<file path="config.mk">
export PLATFORM = sky130hd
export DESIGN_NAME = matrix_inverse_4x4_unit
export DESIGN_NICKNAME = d
export VERILOG_FILES = /design/src/hdl/minv_pkg.sv /design/src/hdl/matrix_inverse_4x4_unit.sv
export SDC_FILE = /design/constraint.sdc
export NUM_CORES = 2
export LEC_CHECK = 0
export BUFFER_PORTS_ARGS = -buffer_cell sky130_fd_sc_hd__buf_2
export CORE_ASPECT_RATIO = 1.75
export CORE_MARGIN = 2
export CORE_UTILIZATION = 55
export CTS_BUF_LIST = sky130_fd_sc_hd__clkbuf_16
export CTS_CLUSTER_SIZE = 8
export DETAILED_ROUTE_END_ITERATION = 12
export PLACE_DENSITY_LB_ADDON = 0.12
export SLEW_MARGIN = 20
export SYNTH_ARGS = -nofsm -noshare
export SYNTH_HDL_FRONTEND = slang
export SYNTH_SLANG_ARGS = --single-unit
export TNS_END_PERCENT = 30
</file>
<file path="constraint.sdc">
create_clock -name clk -period 27.2 [get_ports clk]
set_clock_uncertainty 0.15 [all_clocks]
set_input_delay 1.36 -clock clk [delete_from_list [all_inputs] [get_ports clk]]
set_output_delay 1.36 -clock clk [all_outputs]
set_load 0.03 [all_outputs]
</file>
<file path="src/hdl/minv_pkg.sv">
// minv_pkg: types, constants and fixed-point helpers for the 4x4 matrix inverse unit
// no dependencies; used by matrix_inverse_4x4_unit
`timescale 1ns / 1ps
`default_nettype none

package minv_pkg;

	localparam int ELEMENT_BITS  = 32;
	localparam int FRACTION_BITS = 16;
	localparam int PROD_BITS     = 2 * ELEMENT_BITS;
	localparam int NUM_BITS      = ELEMENT_BITS + FRACTION_BITS;
	localparam int ACC_BITS      = ELEMENT_BITS + 4;
	localparam int DIV_STEPS     = NUM_BITS;
	localparam int BIT_CNT_BITS  = $clog2(DIV_STEPS);

	localparam logic [ELEMENT_BITS-1:0] POS_LIMIT = {1'b0, {(ELEMENT_BITS-1){1'b1}}};
	localparam logic signed [ACC_BITS-1:0] ACC_MAX =
		{{(ACC_BITS-ELEMENT_BITS+1){1'b0}}, {(ELEMENT_BITS-1){1'b1}}};
	localparam logic signed [ACC_BITS-1:0] ACC_MIN =
		{{(ACC_BITS-ELEMENT_BITS+1){1'b1}}, {(ELEMENT_BITS-1){1'b0}}};

	typedef struct packed {
		logic signed [ELEMENT_BITS-1:0] element_value;
		logic [3:0]                     element_position;
		logic                           load_done;
	} elem_t;

	typedef struct packed {
		logic signed [ELEMENT_BITS-1:0] result_value;
		logic [3:0]                     result_position;
		logic                           singular;
		logic                           final_result;
	} result_t;

	typedef enum logic [2:0] {
		S_IDLE,
		S_ADJ,
		S_DET,
		S_DIV_LD,
		S_DIV,
		S_SING_RD,
		S_EMIT
	} state_t;

	// k-th of the three indexes 0..3 that are not skip
	function automatic logic [1:0] other_idx(input logic [1:0] skip, input logic [1:0] k);
		other_idx = (k < skip) ? k : 2'(k + 2'd1);
	endfunction

	// column permutation for one of the six cofactor terms
	function automatic logic [1:0] perm_col(input logic [2:0] term, input logic [1:0] k);
		logic [5:0] row;
		case (term)
			3'd0:    row = {2'd0, 2'd1, 2'd2};
			3'd1:    row = {2'd0, 2'd2, 2'd1};
			3'd2:    row = {2'd1, 2'd0, 2'd2};
			3'd3:    row = {2'd1, 2'd2, 2'd0};
			3'd4:    row = {2'd2, 2'd0, 2'd1};
			default: row = {2'd2, 2'd1, 2'd0};
		endcase
		case (k)
			2'd0:    perm_col = row[5:4];
			2'd1:    perm_col = row[3:2];
			default: perm_col = row[1:0];
		endcase
	endfunction

	function automatic logic perm_sub(input logic [2:0] term);
		perm_sub = (term == 3'd1) || (term == 3'd2) || (term == 3'd5);
	endfunction

	function automatic logic [ELEMENT_BITS-1:0] mag(input logic signed [ELEMENT_BITS-1:0] v);
		mag = v[ELEMENT_BITS-1] ? ELEMENT_BITS'(-v) : ELEMENT_BITS'(v);
	endfunction

	// saturate a magnitude to a signed element
	function automatic logic signed [ELEMENT_BITS-1:0] sat_mag(input logic [PROD_BITS-1:0] m,
			input logic neg);
		logic [ELEMENT_BITS-1:0] lim;
		logic [ELEMENT_BITS-1:0] v;
		lim = neg ? ELEMENT_BITS'(POS_LIMIT + 1'b1) : POS_LIMIT;
		v = (m > PROD_BITS'(lim)) ? lim : m[ELEMENT_BITS-1:0];
		sat_mag = neg ? ELEMENT_BITS'(-v) : v;
	endfunction

	function automatic logic signed [ELEMENT_BITS-1:0] clamp_acc(
			input logic signed [ACC_BITS-1:0] v);
		if (v > ACC_MAX)
			clamp_acc = ACC_MAX[ELEMENT_BITS-1:0];
		else if (v < ACC_MIN)
			clamp_acc = ACC_MIN[ELEMENT_BITS-1:0];
		else
			clamp_acc = v[ELEMENT_BITS-1:0];
	endfunction

endpackage

`default_nettype wire

</file>
<file path="src/hdl/matrix_inverse_4x4_unit.sv">
// sequence: after the request marked load_done, the unit forms the cofactor terms on one
// shared multiplier, then the determinant, then runs a bit-serial divide for each result;
// when singular it returns each stored element without a divide
// throughput: loading takes one cycle per element; the unit stalls while inverting
// reset: asynchronous active-low arst_n clears the sequencer and output valid;
// the matrix store is undefined until written
`timescale 1ns / 1ps
`default_nettype none

module matrix_inverse_4x4_unit (
	input  wire                  clk,
	input  wire                  arst_n,
	input  wire                  element_valid,
	output logic                 element_stall,
	input  minv_pkg::elem_t      element,
	output logic                 result_valid,
	input  wire                  result_stall,
	output minv_pkg::result_t    result
);
	import minv_pkg::*;

	state_t state_q, state_d;

	logic [3:0]                    idx_q;
	logic [2:0]                    term_q;
	logic [2:0]                    ph_q;
	logic [BIT_CNT_BITS-1:0]       bit_q;
	logic signed [ELEMENT_BITS-1:0] mem_q [16];
	logic signed [ELEMENT_BITS-1:0] rd_q;
	logic [3:0]                    raddr;
	logic signed [ELEMENT_BITS-1:0] a_q, b_q, c_q;
	logic [PROD_BITS-1:0]          prod_q;
	logic                          pneg_q;
	logic signed [ACC_BITS-1:0]    acc_q;
	logic signed [ELEMENT_BITS-1:0] adj_q [16];
	logic [3:0]                    adj_addr;
	logic signed [ELEMENT_BITS-1:0] adj_rd;
	logic                          det_neg_q;
	logic [ELEMENT_BITS-1:0]       den_q;
	logic                          sing_q;
	logic [NUM_BITS-1:0]           num_q;
	logic [ELEMENT_BITS-1:0]       rem_q;
	logic [NUM_BITS-1:0]           quo_q;
	logic                          qneg_q;
	logic                          out_valid_q;
	result_t                       out_q;

	logic                          in_fire;
	logic                          out_free;
	logic                          emit_load;
	logic [1:0]                    kk;
	logic [3:0]                    adj_src;
	logic signed [ELEMENT_BITS-1:0] term_f;
	logic                          term_neg;
	logic signed [ACC_BITS-1:0]    acc_base;
	logic signed [ACC_BITS-1:0]    acc_sum;
	logic signed [ELEMENT_BITS-1:0] det_d;
	logic [ELEMENT_BITS:0]         r2;
	logic                          ge;
	logic [ELEMENT_BITS:0]         r2_sub;

	assign element_stall = (state_q != S_IDLE);
	assign in_fire       = element_valid && !element_stall;
	assign out_free      = !out_valid_q || !result_stall;
	assign emit_load     = (state_q == S_EMIT) && out_free;
	assign result_valid  = out_valid_q;
	assign result        = out_q;

	// operand address of the cofactor term: row skips c, column skips r
	assign kk      = (ph_q > 3'd2) ? 2'd0 : ph_q[1:0];
	assign adj_src = {other_idx(idx_q[1:0], kk), other_idx(idx_q[3:2], perm_col(term_q, kk))};

	always_comb begin
		unique case (state_q)
			S_ADJ:   raddr = adj_src;
			S_DET:   raddr = {2'b00, term_q[1:0]};
			default: raddr = idx_q;
		endcase
	end

	assign adj_addr = (state_q == S_DET) ? {term_q[1:0], 2'b00} : idx_q;
	assign adj_rd   = adj_q[adj_addr];

	assign term_f   = sat_mag(PROD_BITS'(prod_q >> FRACTION_BITS), pneg_q);
	assign term_neg = (state_q == S_ADJ) && perm_sub(term_q);
	assign acc_base = (term_q == 3'd0) ? '0 : acc_q;
	assign acc_sum  = term_neg ? (acc_base - ACC_BITS'(term_f)) : (acc_base + ACC_BITS'(term_f));
	assign det_d    = clamp_acc(acc_sum);

	assign r2     = {rem_q, num_q[NUM_BITS-1]};
	assign ge     = (r2 >= {1'b0, den_q});
	assign r2_sub = r2 - {1'b0, den_q};

	always_ff @(posedge clk or negedge arst_n) begin
		if (!arst_n)
			state_q <= S_IDLE;
		else
			state_q <= state_d;
	end

	always_comb begin
		state_d = state_q;
		unique case (state_q)
			S_IDLE: begin
				if (in_fire && element.load_done)
					state_d = S_ADJ;
			end
			S_ADJ: begin
				if (ph_q == 3'd6 && term_q == 3'd5 && idx_q == 4'd15)
					state_d = S_DET;
			end
			S_DET: begin
				if (ph_q == 3'd3 && term_q == 3'd3)
					state_d = (det_d == '0) ? S_SING_RD : S_DIV_LD;
			end
			S_DIV_LD: state_d = S_DIV;
			S_DIV: begin
				if (bit_q == BIT_CNT_BITS'(DIV_STEPS - 1))
					state_d = S_EMIT;
			end
			S_SING_RD: state_d = S_EMIT;
			S_EMIT: begin
				if (out_free) begin
					if (idx_q == 4'd15)
						state_d = S_IDLE;
					else
						state_d = sing_q ? S_SING_RD : S_DIV_LD;
				end
			end
			default: state_d = S_IDLE;
		endcase
	end

	// sequencer counters and output valid
	always_ff @(posedge clk or negedge arst_n) begin
		if (!arst_n) begin
			idx_q       <= '0;
			term_q      <= '0;
			ph_q        <= '0;
			bit_q       <= '0;
			out_valid_q <= 1'b0;
		end else begin
			if (emit_load)
				out_valid_q <= 1'b1;
			else if (!result_stall)
				out_valid_q <= 1'b0;
			case (state_q)
				S_IDLE: begin
					idx_q  <= '0;
					term_q <= '0;
					ph_q   <= '0;
				end
				S_ADJ: begin
					if (ph_q == 3'd6) begin
						ph_q <= '0;
						if (term_q == 3'd5) begin
							term_q <= '0;
							idx_q  <= idx_q + 4'd1;
						end else begin
							term_q <= term_q + 3'd1;
						end
					end else begin
						ph_q <= ph_q + 3'd1;
					end
				end
				S_DET: begin
					if (ph_q == 3'd3) begin
						ph_q   <= '0;
						term_q <= (term_q == 3'd3) ? 3'd0 : term_q + 3'd1;
					end else begin
						ph_q <= ph_q + 3'd1;
					end
				end
				S_DIV_LD: bit_q <= '0;
				S_DIV:    bit_q <= bit_q + 1'b1;
				S_EMIT: begin
					if (out_free)
						idx_q <= idx_q + 4'd1;
				end
				default: ;
			endcase
		end
	end

	always_ff @(posedge clk) begin
		if (in_fire)
			mem_q[element.element_position] <= element.element_value;
		rd_q <= mem_q[raddr];
	end

	// shared multiplier, one product per cycle from the operand registers
	always_ff @(posedge clk) begin
		prod_q <= PROD_BITS'(mag(a_q)) * PROD_BITS'(mag(b_q));
		pneg_q <= a_q[ELEMENT_BITS-1] ^ b_q[ELEMENT_BITS-1];
	end

	always_ff @(posedge clk) begin
		case (state_q)
			S_ADJ: begin
				case (ph_q)
					3'd1: a_q <= rd_q;
					3'd2: b_q <= rd_q;
					3'd3: c_q <= rd_q;
					3'd4: begin
						a_q <= term_f;
						b_q <= c_q;
					end
					3'd6: begin
						acc_q <= acc_sum;
						if (term_q == 3'd5)
							adj_q[idx_q] <= clamp_acc((idx_q[2] ^ idx_q[0]) ? -acc_sum : acc_sum);
					end
					default: ;
				endcase
			end
			S_DET: begin
				if (ph_q == 3'd1) begin
					a_q <= rd_q;
					b_q <= adj_rd;
				end
				if (ph_q == 3'd3) begin
					acc_q <= acc_sum;
					if (term_q == 3'd3) begin
						sing_q    <= (det_d == '0);
						den_q     <= mag(det_d);
						det_neg_q <= det_d[ELEMENT_BITS-1];
					end
				end
			end
			S_DIV_LD: begin
				num_q  <= {mag(adj_rd), {FRACTION_BITS{1'b0}}};
				rem_q  <= '0;
				quo_q  <= '0;
				qneg_q <= adj_rd[ELEMENT_BITS-1] ^ det_neg_q;
			end
			S_DIV: begin
				rem_q <= ge ? r2_sub[ELEMENT_BITS-1:0] : r2[ELEMENT_BITS-1:0];
				num_q <= num_q << 1;
				quo_q <= {quo_q[NUM_BITS-2:0], ge};
			end
			default: ;
		endcase
		if (emit_load) begin
			out_q.result_value    <= sing_q ? rd_q : sat_mag(PROD_BITS'(quo_q), qneg_q);
			out_q.result_position <= idx_q;
			out_q.singular        <= sing_q;
			out_q.final_result    <= (idx_q == 4'd15);
		end
	end

`ifndef SYNTHESIS
	a_start_busy: assert property (@(posedge clk) disable iff (!arst_n)
		in_fire && element.load_done |=> element_stall)
		else $error("unit not busy after last element");
	a_nonfinal_busy: assert property (@(posedge clk) disable iff (!arst_n)
		result_valid && !result_stall && !result.final_result |-> state_q != S_IDLE)
		else $error("sequencer idle with results outstanding");
	a_div_nonzero: assert property (@(posedge clk) disable iff (!arst_n)
		state_q == S_DIV |-> den_q != '0 && !sing_q)
		else $error("divide started on zero determinant");
	a_emit_hold: assert property (@(posedge clk) disable iff (!arst_n)
		state_q == S_EMIT && !out_free |=> state_q == S_EMIT && $stable(idx_q))
		else $error("result lost under stall");
`endif

endmodule

`default_nettype wire

</file>
After elaboration in Yosys (flattened, before gate mapping)
Memory sizes are Yosys's and may differ from the RTL's. A register that Yosys moved wholly into a read port is not among the register bits. Cells that the tools add are included.

Memories: 2. RAM bits: 1024. Output and inout bits: 40. Logic and storage cells: 188. Bits in registers: 418.

Order comparisons: 10. Reductions and logical operators: 30. Bitwise logic cells: 3. Multipliers: 1. Add/sub/neg operators: 16. Muxes and demuxes: 71. Eq/ne operators: 31.

Memories: adj_q (depth 16, width 32, read ports 1, clocked after Yosys merged registers in 0, write ports 1, RTL line matrix_inverse_4x4_unit.sv:35) `logic signed [ELEMENT_BITS-1:0] adj_q [16];`; mem_q (depth 16, width 32, read ports 1, clocked after Yosys merged registers in 1, write ports 1, RTL line matrix_inverse_4x4_unit.sv:28) `logic signed [ELEMENT_BITS-1:0] mem_q [16];`.

Operators with widths (count): $mux 32 (20); $pmux 32 s2 (5); $neg 32->32 (6); $pmux 48 s2 (2); $mux 36 (5); $gt 48x32->1 (2); $gt 36x32->1 const B (2); $lt 36x32->1 const B (2); $pmux 36 s2 (1); $mul 32x32->64 (1); $mux 3 (14); $add 36x32->36 (1); $neg 36->36 (1); $sub 36x32->36 (1); $ge 33x32->1 (1); $logic_not 32->1 (1); $sub 32x32->32 (1); $mux 31 (1); $pmux 6 s5 (1); $eq 3x3->1 const B (7); $pmux 3 s7 (1); $eq 3x2->1 const B (6); $pmux 3 s3 (2); $mux 4 (4); other kinds (31) (74).

Longest topological paths before layout
Depth after elaboration: 15. Mapped depth: 53. Depth with buffers taken out: 43.

Worst setup path after synthesis
OpenSTA, ideal clock, no wires.

Path type: register -> register. From: reg pneg_q. To: mem adj_q[0][12] (data pin). Data required time: 26.720 ns. Setup slack: 15.450 ns. Arrival time: 11.270 ns. Period minus slack after synthesis: 11.750 ns. Cell stages (with the launch flop): 42. Path buffers: 9. Library setup time: 0.330 ns. Cells stage by stage: dfxtp_1 -> clkbuf_1 -> inv_1 -> clkbuf_1 -> buf_1 -> clkbuf_1 -> ha_1 -> nand4_1 -> or4_1 -> or3_1 -> a31oi_2 -> nor2_1 -> clkbuf_1 -> buf_2 -> clkbuf_1 -> a21boi_0 -> ha_1 -> clkbuf_1 -> (+6 left out) -> xor2_1 -> ha_1 -> nand3_1 -> nor4_1 -> or3_1 -> o31a_1 -> o21a_1 -> o2111a_1 -> a211oi_1 -> nor2b_1 -> nand4_1 -> nor3_1 -> nand3_1 -> o21ai_0 -> xnor2_2 -> a21boi_2 -> buf_2 -> o21ai_0.

Longest elaborated chain between the ends: 15. Elaborated cells between the ends (all ways): 17. Those cells by class: add/sub (4); order compare (3); mux (10).

Ends and longest elaborated chain: start: declaration (RTL line matrix_inverse_4x4_unit.sv:33) `logic pneg_q;`; start signal: assignment (RTL line matrix_inverse_4x4_unit.sv:194) `pneg_q <= a_q[ELEMENT_BITS-1] ^ b_q[ELEMENT_BITS-1];`; $mux 32 (RTL line minv_pkg.sv:81) `lim = neg ? ELEMENT_BITS'(POS_LIMIT + 1'b1) : POS_LIMIT;`; $gt 48x32->1 (RTL line minv_pkg.sv:82) `v = (m > PROD_BITS'(lim)) ? lim : m[ELEMENT_BITS-1:0];`; $mux 32 (RTL line minv_pkg.sv:82); $neg 32->32 (RTL line minv_pkg.sv:83) `sat_mag = neg ? ELEMENT_BITS'(-v) : v;`; $mux 32 (*) (RTL line minv_pkg.sv:83); $add 36x32->36 / $sub 36x32->36 (equally long branches) (RTL line matrix_inverse_4x4_unit.sv:87) `assign acc_sum = term_neg ? (acc_base - ACC_BITS'(term_f)) : (acc_base + ACC_BITS'(term_f));`; $mux 36 (*) (RTL line matrix_inverse_4x4_unit.sv:87); $neg 36->36 (RTL line matrix_inverse_4x4_unit.sv:211) `adj_q[idx_q] <= clamp_acc((idx_q[2] ^ idx_q[0]) ? -acc_sum : acc_sum);`; $mux 36 (*) (RTL line matrix_inverse_4x4_unit.sv:211); $lt 36x32->1 (RTL line minv_pkg.sv:90) `else if (v < ACC_MIN)`; $mux 32 (RTL line minv_pkg.sv:90); $mux 32 (*) (RTL line minv_pkg.sv:88) `if (v > ACC_MAX)`; $mux 32 (*) (RTL line matrix_inverse_4x4_unit.sv:210) `if (term_q == 3'd5)`; $mux 32 (*) (RTL line matrix_inverse_4x4_unit.sv:200) `case (ph_q)`; $mux 32 (*) (RTL line matrix_inverse_4x4_unit.sv:198) `case (state_q)`; end: declaration (RTL line matrix_inverse_4x4_unit.sv:35).

Mark *: on every way between the ends. The rest lies on a longest branch, timed or not. The select of a mux whose other input is x is not followed.

Worst setup path after layout
From: reg pneg_q. To: mem adj_q[15][16] (data pin).

Same word-level chain as after synthesis.

==> results by group <==
Setup path
  – Crit Reg-Reg Startpoint: pneg_q$_DFF_P_
  – Max incr delay on CP: 0.87 ns
  – Critical Path RT: 27.46 ns
  – R2R depth: 36
  – Crit. Startpoint: pneg_q$_DFF_P_
  – Crit path top cell by count: buf_4
  – Crit end category: flip-flop
  – Arr. time, crit path: 13.42 ns
  – R2R Path End: adj_q[15][16]$_DFFE_PP_
  – Critical Path Fanout Max: 83
  – R2R Setup Slk: 14.04 ns
  – Startpoint Class: flip-flop
  – CP endpoint: adj_q[15][16]$_DFFE_PP_
  – Critical-path top delay cell: o21ai_1
  – Worst Path Class, Setup: reg -> reg

Pwr
  – Max IR drop VDD: 0.05269 mV
  – Final Power: 4.685 mW
  – Leakage power: 45.21 nW
  – PD cells: 42.70 mW/mm2

Layout
  – Final Util: 60.61%
  – Fraction of final layout cells with drive strength greater than 1: 7.578%
  – Layout net count: 10829
  – # fillers: 14811
  – Reg area: 0.04240 mm2
  – Layout Cells excl Fill: 11991
  – Area delta synth->final: 9.785%
  – Multi-input gate area: 0.05252 mm2
  – Final instance area: 0.1097 mm2

Logic synthesis
  – Synth cell types: 109
  – Synthesis warning total: 0
  – Cells after Synth: 9515
  – Ys async rst share: 1.387%
  – Ys flop type: edfxtp_1
  – Syn avg cell area: 10.50 um2
  – Top cells by area, synth: edfxtp_1 (40%), fa_1 (18%), nand2_1 (6.0%)
  – Sequential fraction of the synthesis area: 42.41%
  – Register bit count reported by yosys: 1442
  – Syn Nets: 10873
  – Synth top area share: 40.29%
  – Post-Syn Area: 0.09995 mm2
  – Post-synth EDFFs: 1341
  – Cell taking the most area after synthesis: edfxtp_1

Timing
  – PnR worst setup slack: 14.04 ns
  – Max_slew headroom: 16.60%
  – Setup violators final: 0
  – WHS: 0.3514 ns
  – Final Hold Vio Count: 0
  – Max frequency: 76.00 MHz
  – Setup_tns: 0 ns
  – Fin crit share: 48.37%
  – Fin crit period: 13.16 ns
  – Worst slew pin tran: 1.247 ns
  – RSZ-0062 raised after global routing: false
  – Final count of pins violating max slew: 0

Clock tree
  – TritonCTS clock tree: done
  – Clock Sink Count: 1442
  – Clock Path Buffers: 4
  – Cts hold-fix bufs: 0
  – Worst-skew pair later-pin latency: 0.85 ns
  – TritonCTS buffer count: 206
  – Root Driver: clkbuf_16
  – # resized after CTS: 0
  – CTS H-tree depth: 4
  – Post-CTS Setup Bufs: 0
  – CTS clk-pin slew, worst paths: 0.05 ns

Global route
  – Largest net degree at the start of global routing: 198
  – GR Overflow Total: 0
  – First-pass GRT wire length: 473400 um
  – Vias in the first global route: 76894
  – Total GRT Usage: 34.32%
  – Antenna violations before repair: 23

Die
  – Core Box Area: 0.1810 mm2
  – I/O Pins: 81
  – Die Footprint: 0.1853 mm2
  – Site Rows: 207
  – Initial core utilization: 55.21%
  – Die height: 567.9 um
  – Die W: 326.2 um

Detailed routing
  – DR vias: 73414
  – Initial DRC count: 5798
  – First-pass DRT Iterations: 8
  – WL final: 314800 um
  – DRC viols: 0
  – Avg Vias per Cell: 6.122
  – DR WL/cell: 26.25 um
  – Antenna Violating Nets Remaining: 0

Run
  – Maxcap violations: 0

Worst hold path
  – Type of the most critical hold path: reg -> reg

Run status
  – Status: completed

Placed design
  – Inst Count DP: 11663
  – Post-place setup slack: 13.87 ns
  – Placed inst area: 0.1040 mm2
  – GPL Wtd Cong: 0.9611
  – DP Wirelength: 216800 um
  – Port-buffer cells: 80
-- registers in the layout, summed over array words and instances, names as in the netlist --
signal        count
den_q            32
idx_q             4
adj_q           512
bit_q             6
rem_q            32
rd_q             32
c_q              32
pneg_q            1
term_q            3
ph_q              3
acc_q            36
num_q            32
result_valid      1
sing_q            1
quo_q            48
a_q              32
det_neg_q         1
result           38
prod_q           48
mem_q           512
qneg_q            1
state_q           3
b_q              32
-- Yosys cell counts (63+ instances only) --
| library cell | n |
|---|---|
| nor3_1 | 116 |
| ha_1 | 420 |
| a211oi_1 | 202 |
| a21o_1 | 63 |
| edfxtp_1 | 1341 |
| clkbuf_1 | 459 |
| a21oi_1 | 338 |
| a311oi_1 | 109 |
| xor2_1 | 112 |
| and2_1 | 301 |
| xnor2_1 | 173 |
| dfxtp_1 | 81 |
| mux2i_1 | 108 |
| inv_1 | 1102 |
| nor2_1 | 645 |
| fa_1 | 897 |
| o21ai_0 | 308 |
| a31oi_1 | 167 |
| nand2_1 | 1598 |
| nand3_1 | 133 |
-- cell type report --
cell class / count / area share, %
sequential: 1442 / 38.64
multi-input combinational: 6436 / 47.86
timing repair buffer: 276 / 1.761
clock inverter: 111 / 0.4869
inverter: 1109 / 3.798
clock buffer: 206 / 4.698
tap: 2403 / 2.740
antenna: 8 / 0.01824
-- critical path, delay by kind of cell, from the launching register on --
kind,cells,cell delay (ns)
AO/OA/AOI/OAI,15,5.01
flip-flops,1,0.31
XOR/XNOR,2,0.48
buffers and inverters,6,1.97
adder cells (fa/ha/maj),3,1.28
AND/OR/NAND/NOR,10,3.49
-- power by group --
part / total, mW / switching (mW) / leakage, nW / internal (mW)
logic: 0.0141 / 0.0118 / 28.8 / 0.00227
registers: 2.40 / 0.00000000823 / 13.2 / 2.40
clock network: 2.27 / 0.917 / 3.15 / 1.35
-- worst min-delay path by stage --
stage | start | endpoint | slack [ns] | cells after the start
after floorplan | sing_q$_DFFE_PP_ | result[1]$_DFFE_PP_ | 0.27 | 0
after global placement | bit_q[3]$_DFFE_PN0P_ | bit_q[3]$_DFFE_PN0P_ | 0.32 | 1
after detailed placement | bit_q[3]$_DFFE_PN0P_ | bit_q[3]$_DFFE_PN0P_ | 0.34 | 1
after CTS | bit_q[3]$_DFFE_PN0P_ | bit_q[3]$_DFFE_PN0P_ | 0.35 | 1
after global routing | arst_n | result_valid$_DFFE_PN0P_ | 0.38 | 1
final | bit_q[3]$_DFFE_PN0P_ | bit_q[3]$_DFFE_PN0P_ | 0.35 | 1
-- metal layers --
layer	GRT usage [%]	vias up	share of wire, %	wire length, um
met4	27.72	26	9.8	30860
met5	0	-	0.055	172
met3	5.342	1285	6.4	20010
met1	36.27	36796	33	103700
met2	60.42	3153	51	160000
li1	-	32154	-	-
-- logic make-up (layout without fill, tap and decap cells) --
kind of cell / after synthesis / after routing / synth area share, %
other cells: 0 / 8 / 0
fa+ha+maj: 1317 / 1317 / 23.22
xor+xnor: 287 / 287 / 2.539
compound gates: 1558 / 1558 / 10.31
mux: 129 / 129 / 1.378
flops: 1442 / 1442 / 42.41
simple gates: 3145 / 3145 / 13.94
buf+inv: 1637 / 1702 / 6.200
-- cell usage in the layout, fill, tap and decap left out, types with 103 or more instances in the layout --
master and n:
a21oi_1 336, mux2i_1 103, o21ai_0 294, ha_1 420
a211oi_1 202, nor3_1 107, inv_1 1204, fa_1 897
clkbuf_16 206, edfxtp_1 1341, a31oi_1 156, and2_1 300
nand3_1 130, xnor2_1 121, buf_4 188, a311oi_1 109
nand2_1 1594, nor2_1 617
Power figures use the tool's default switching activity.
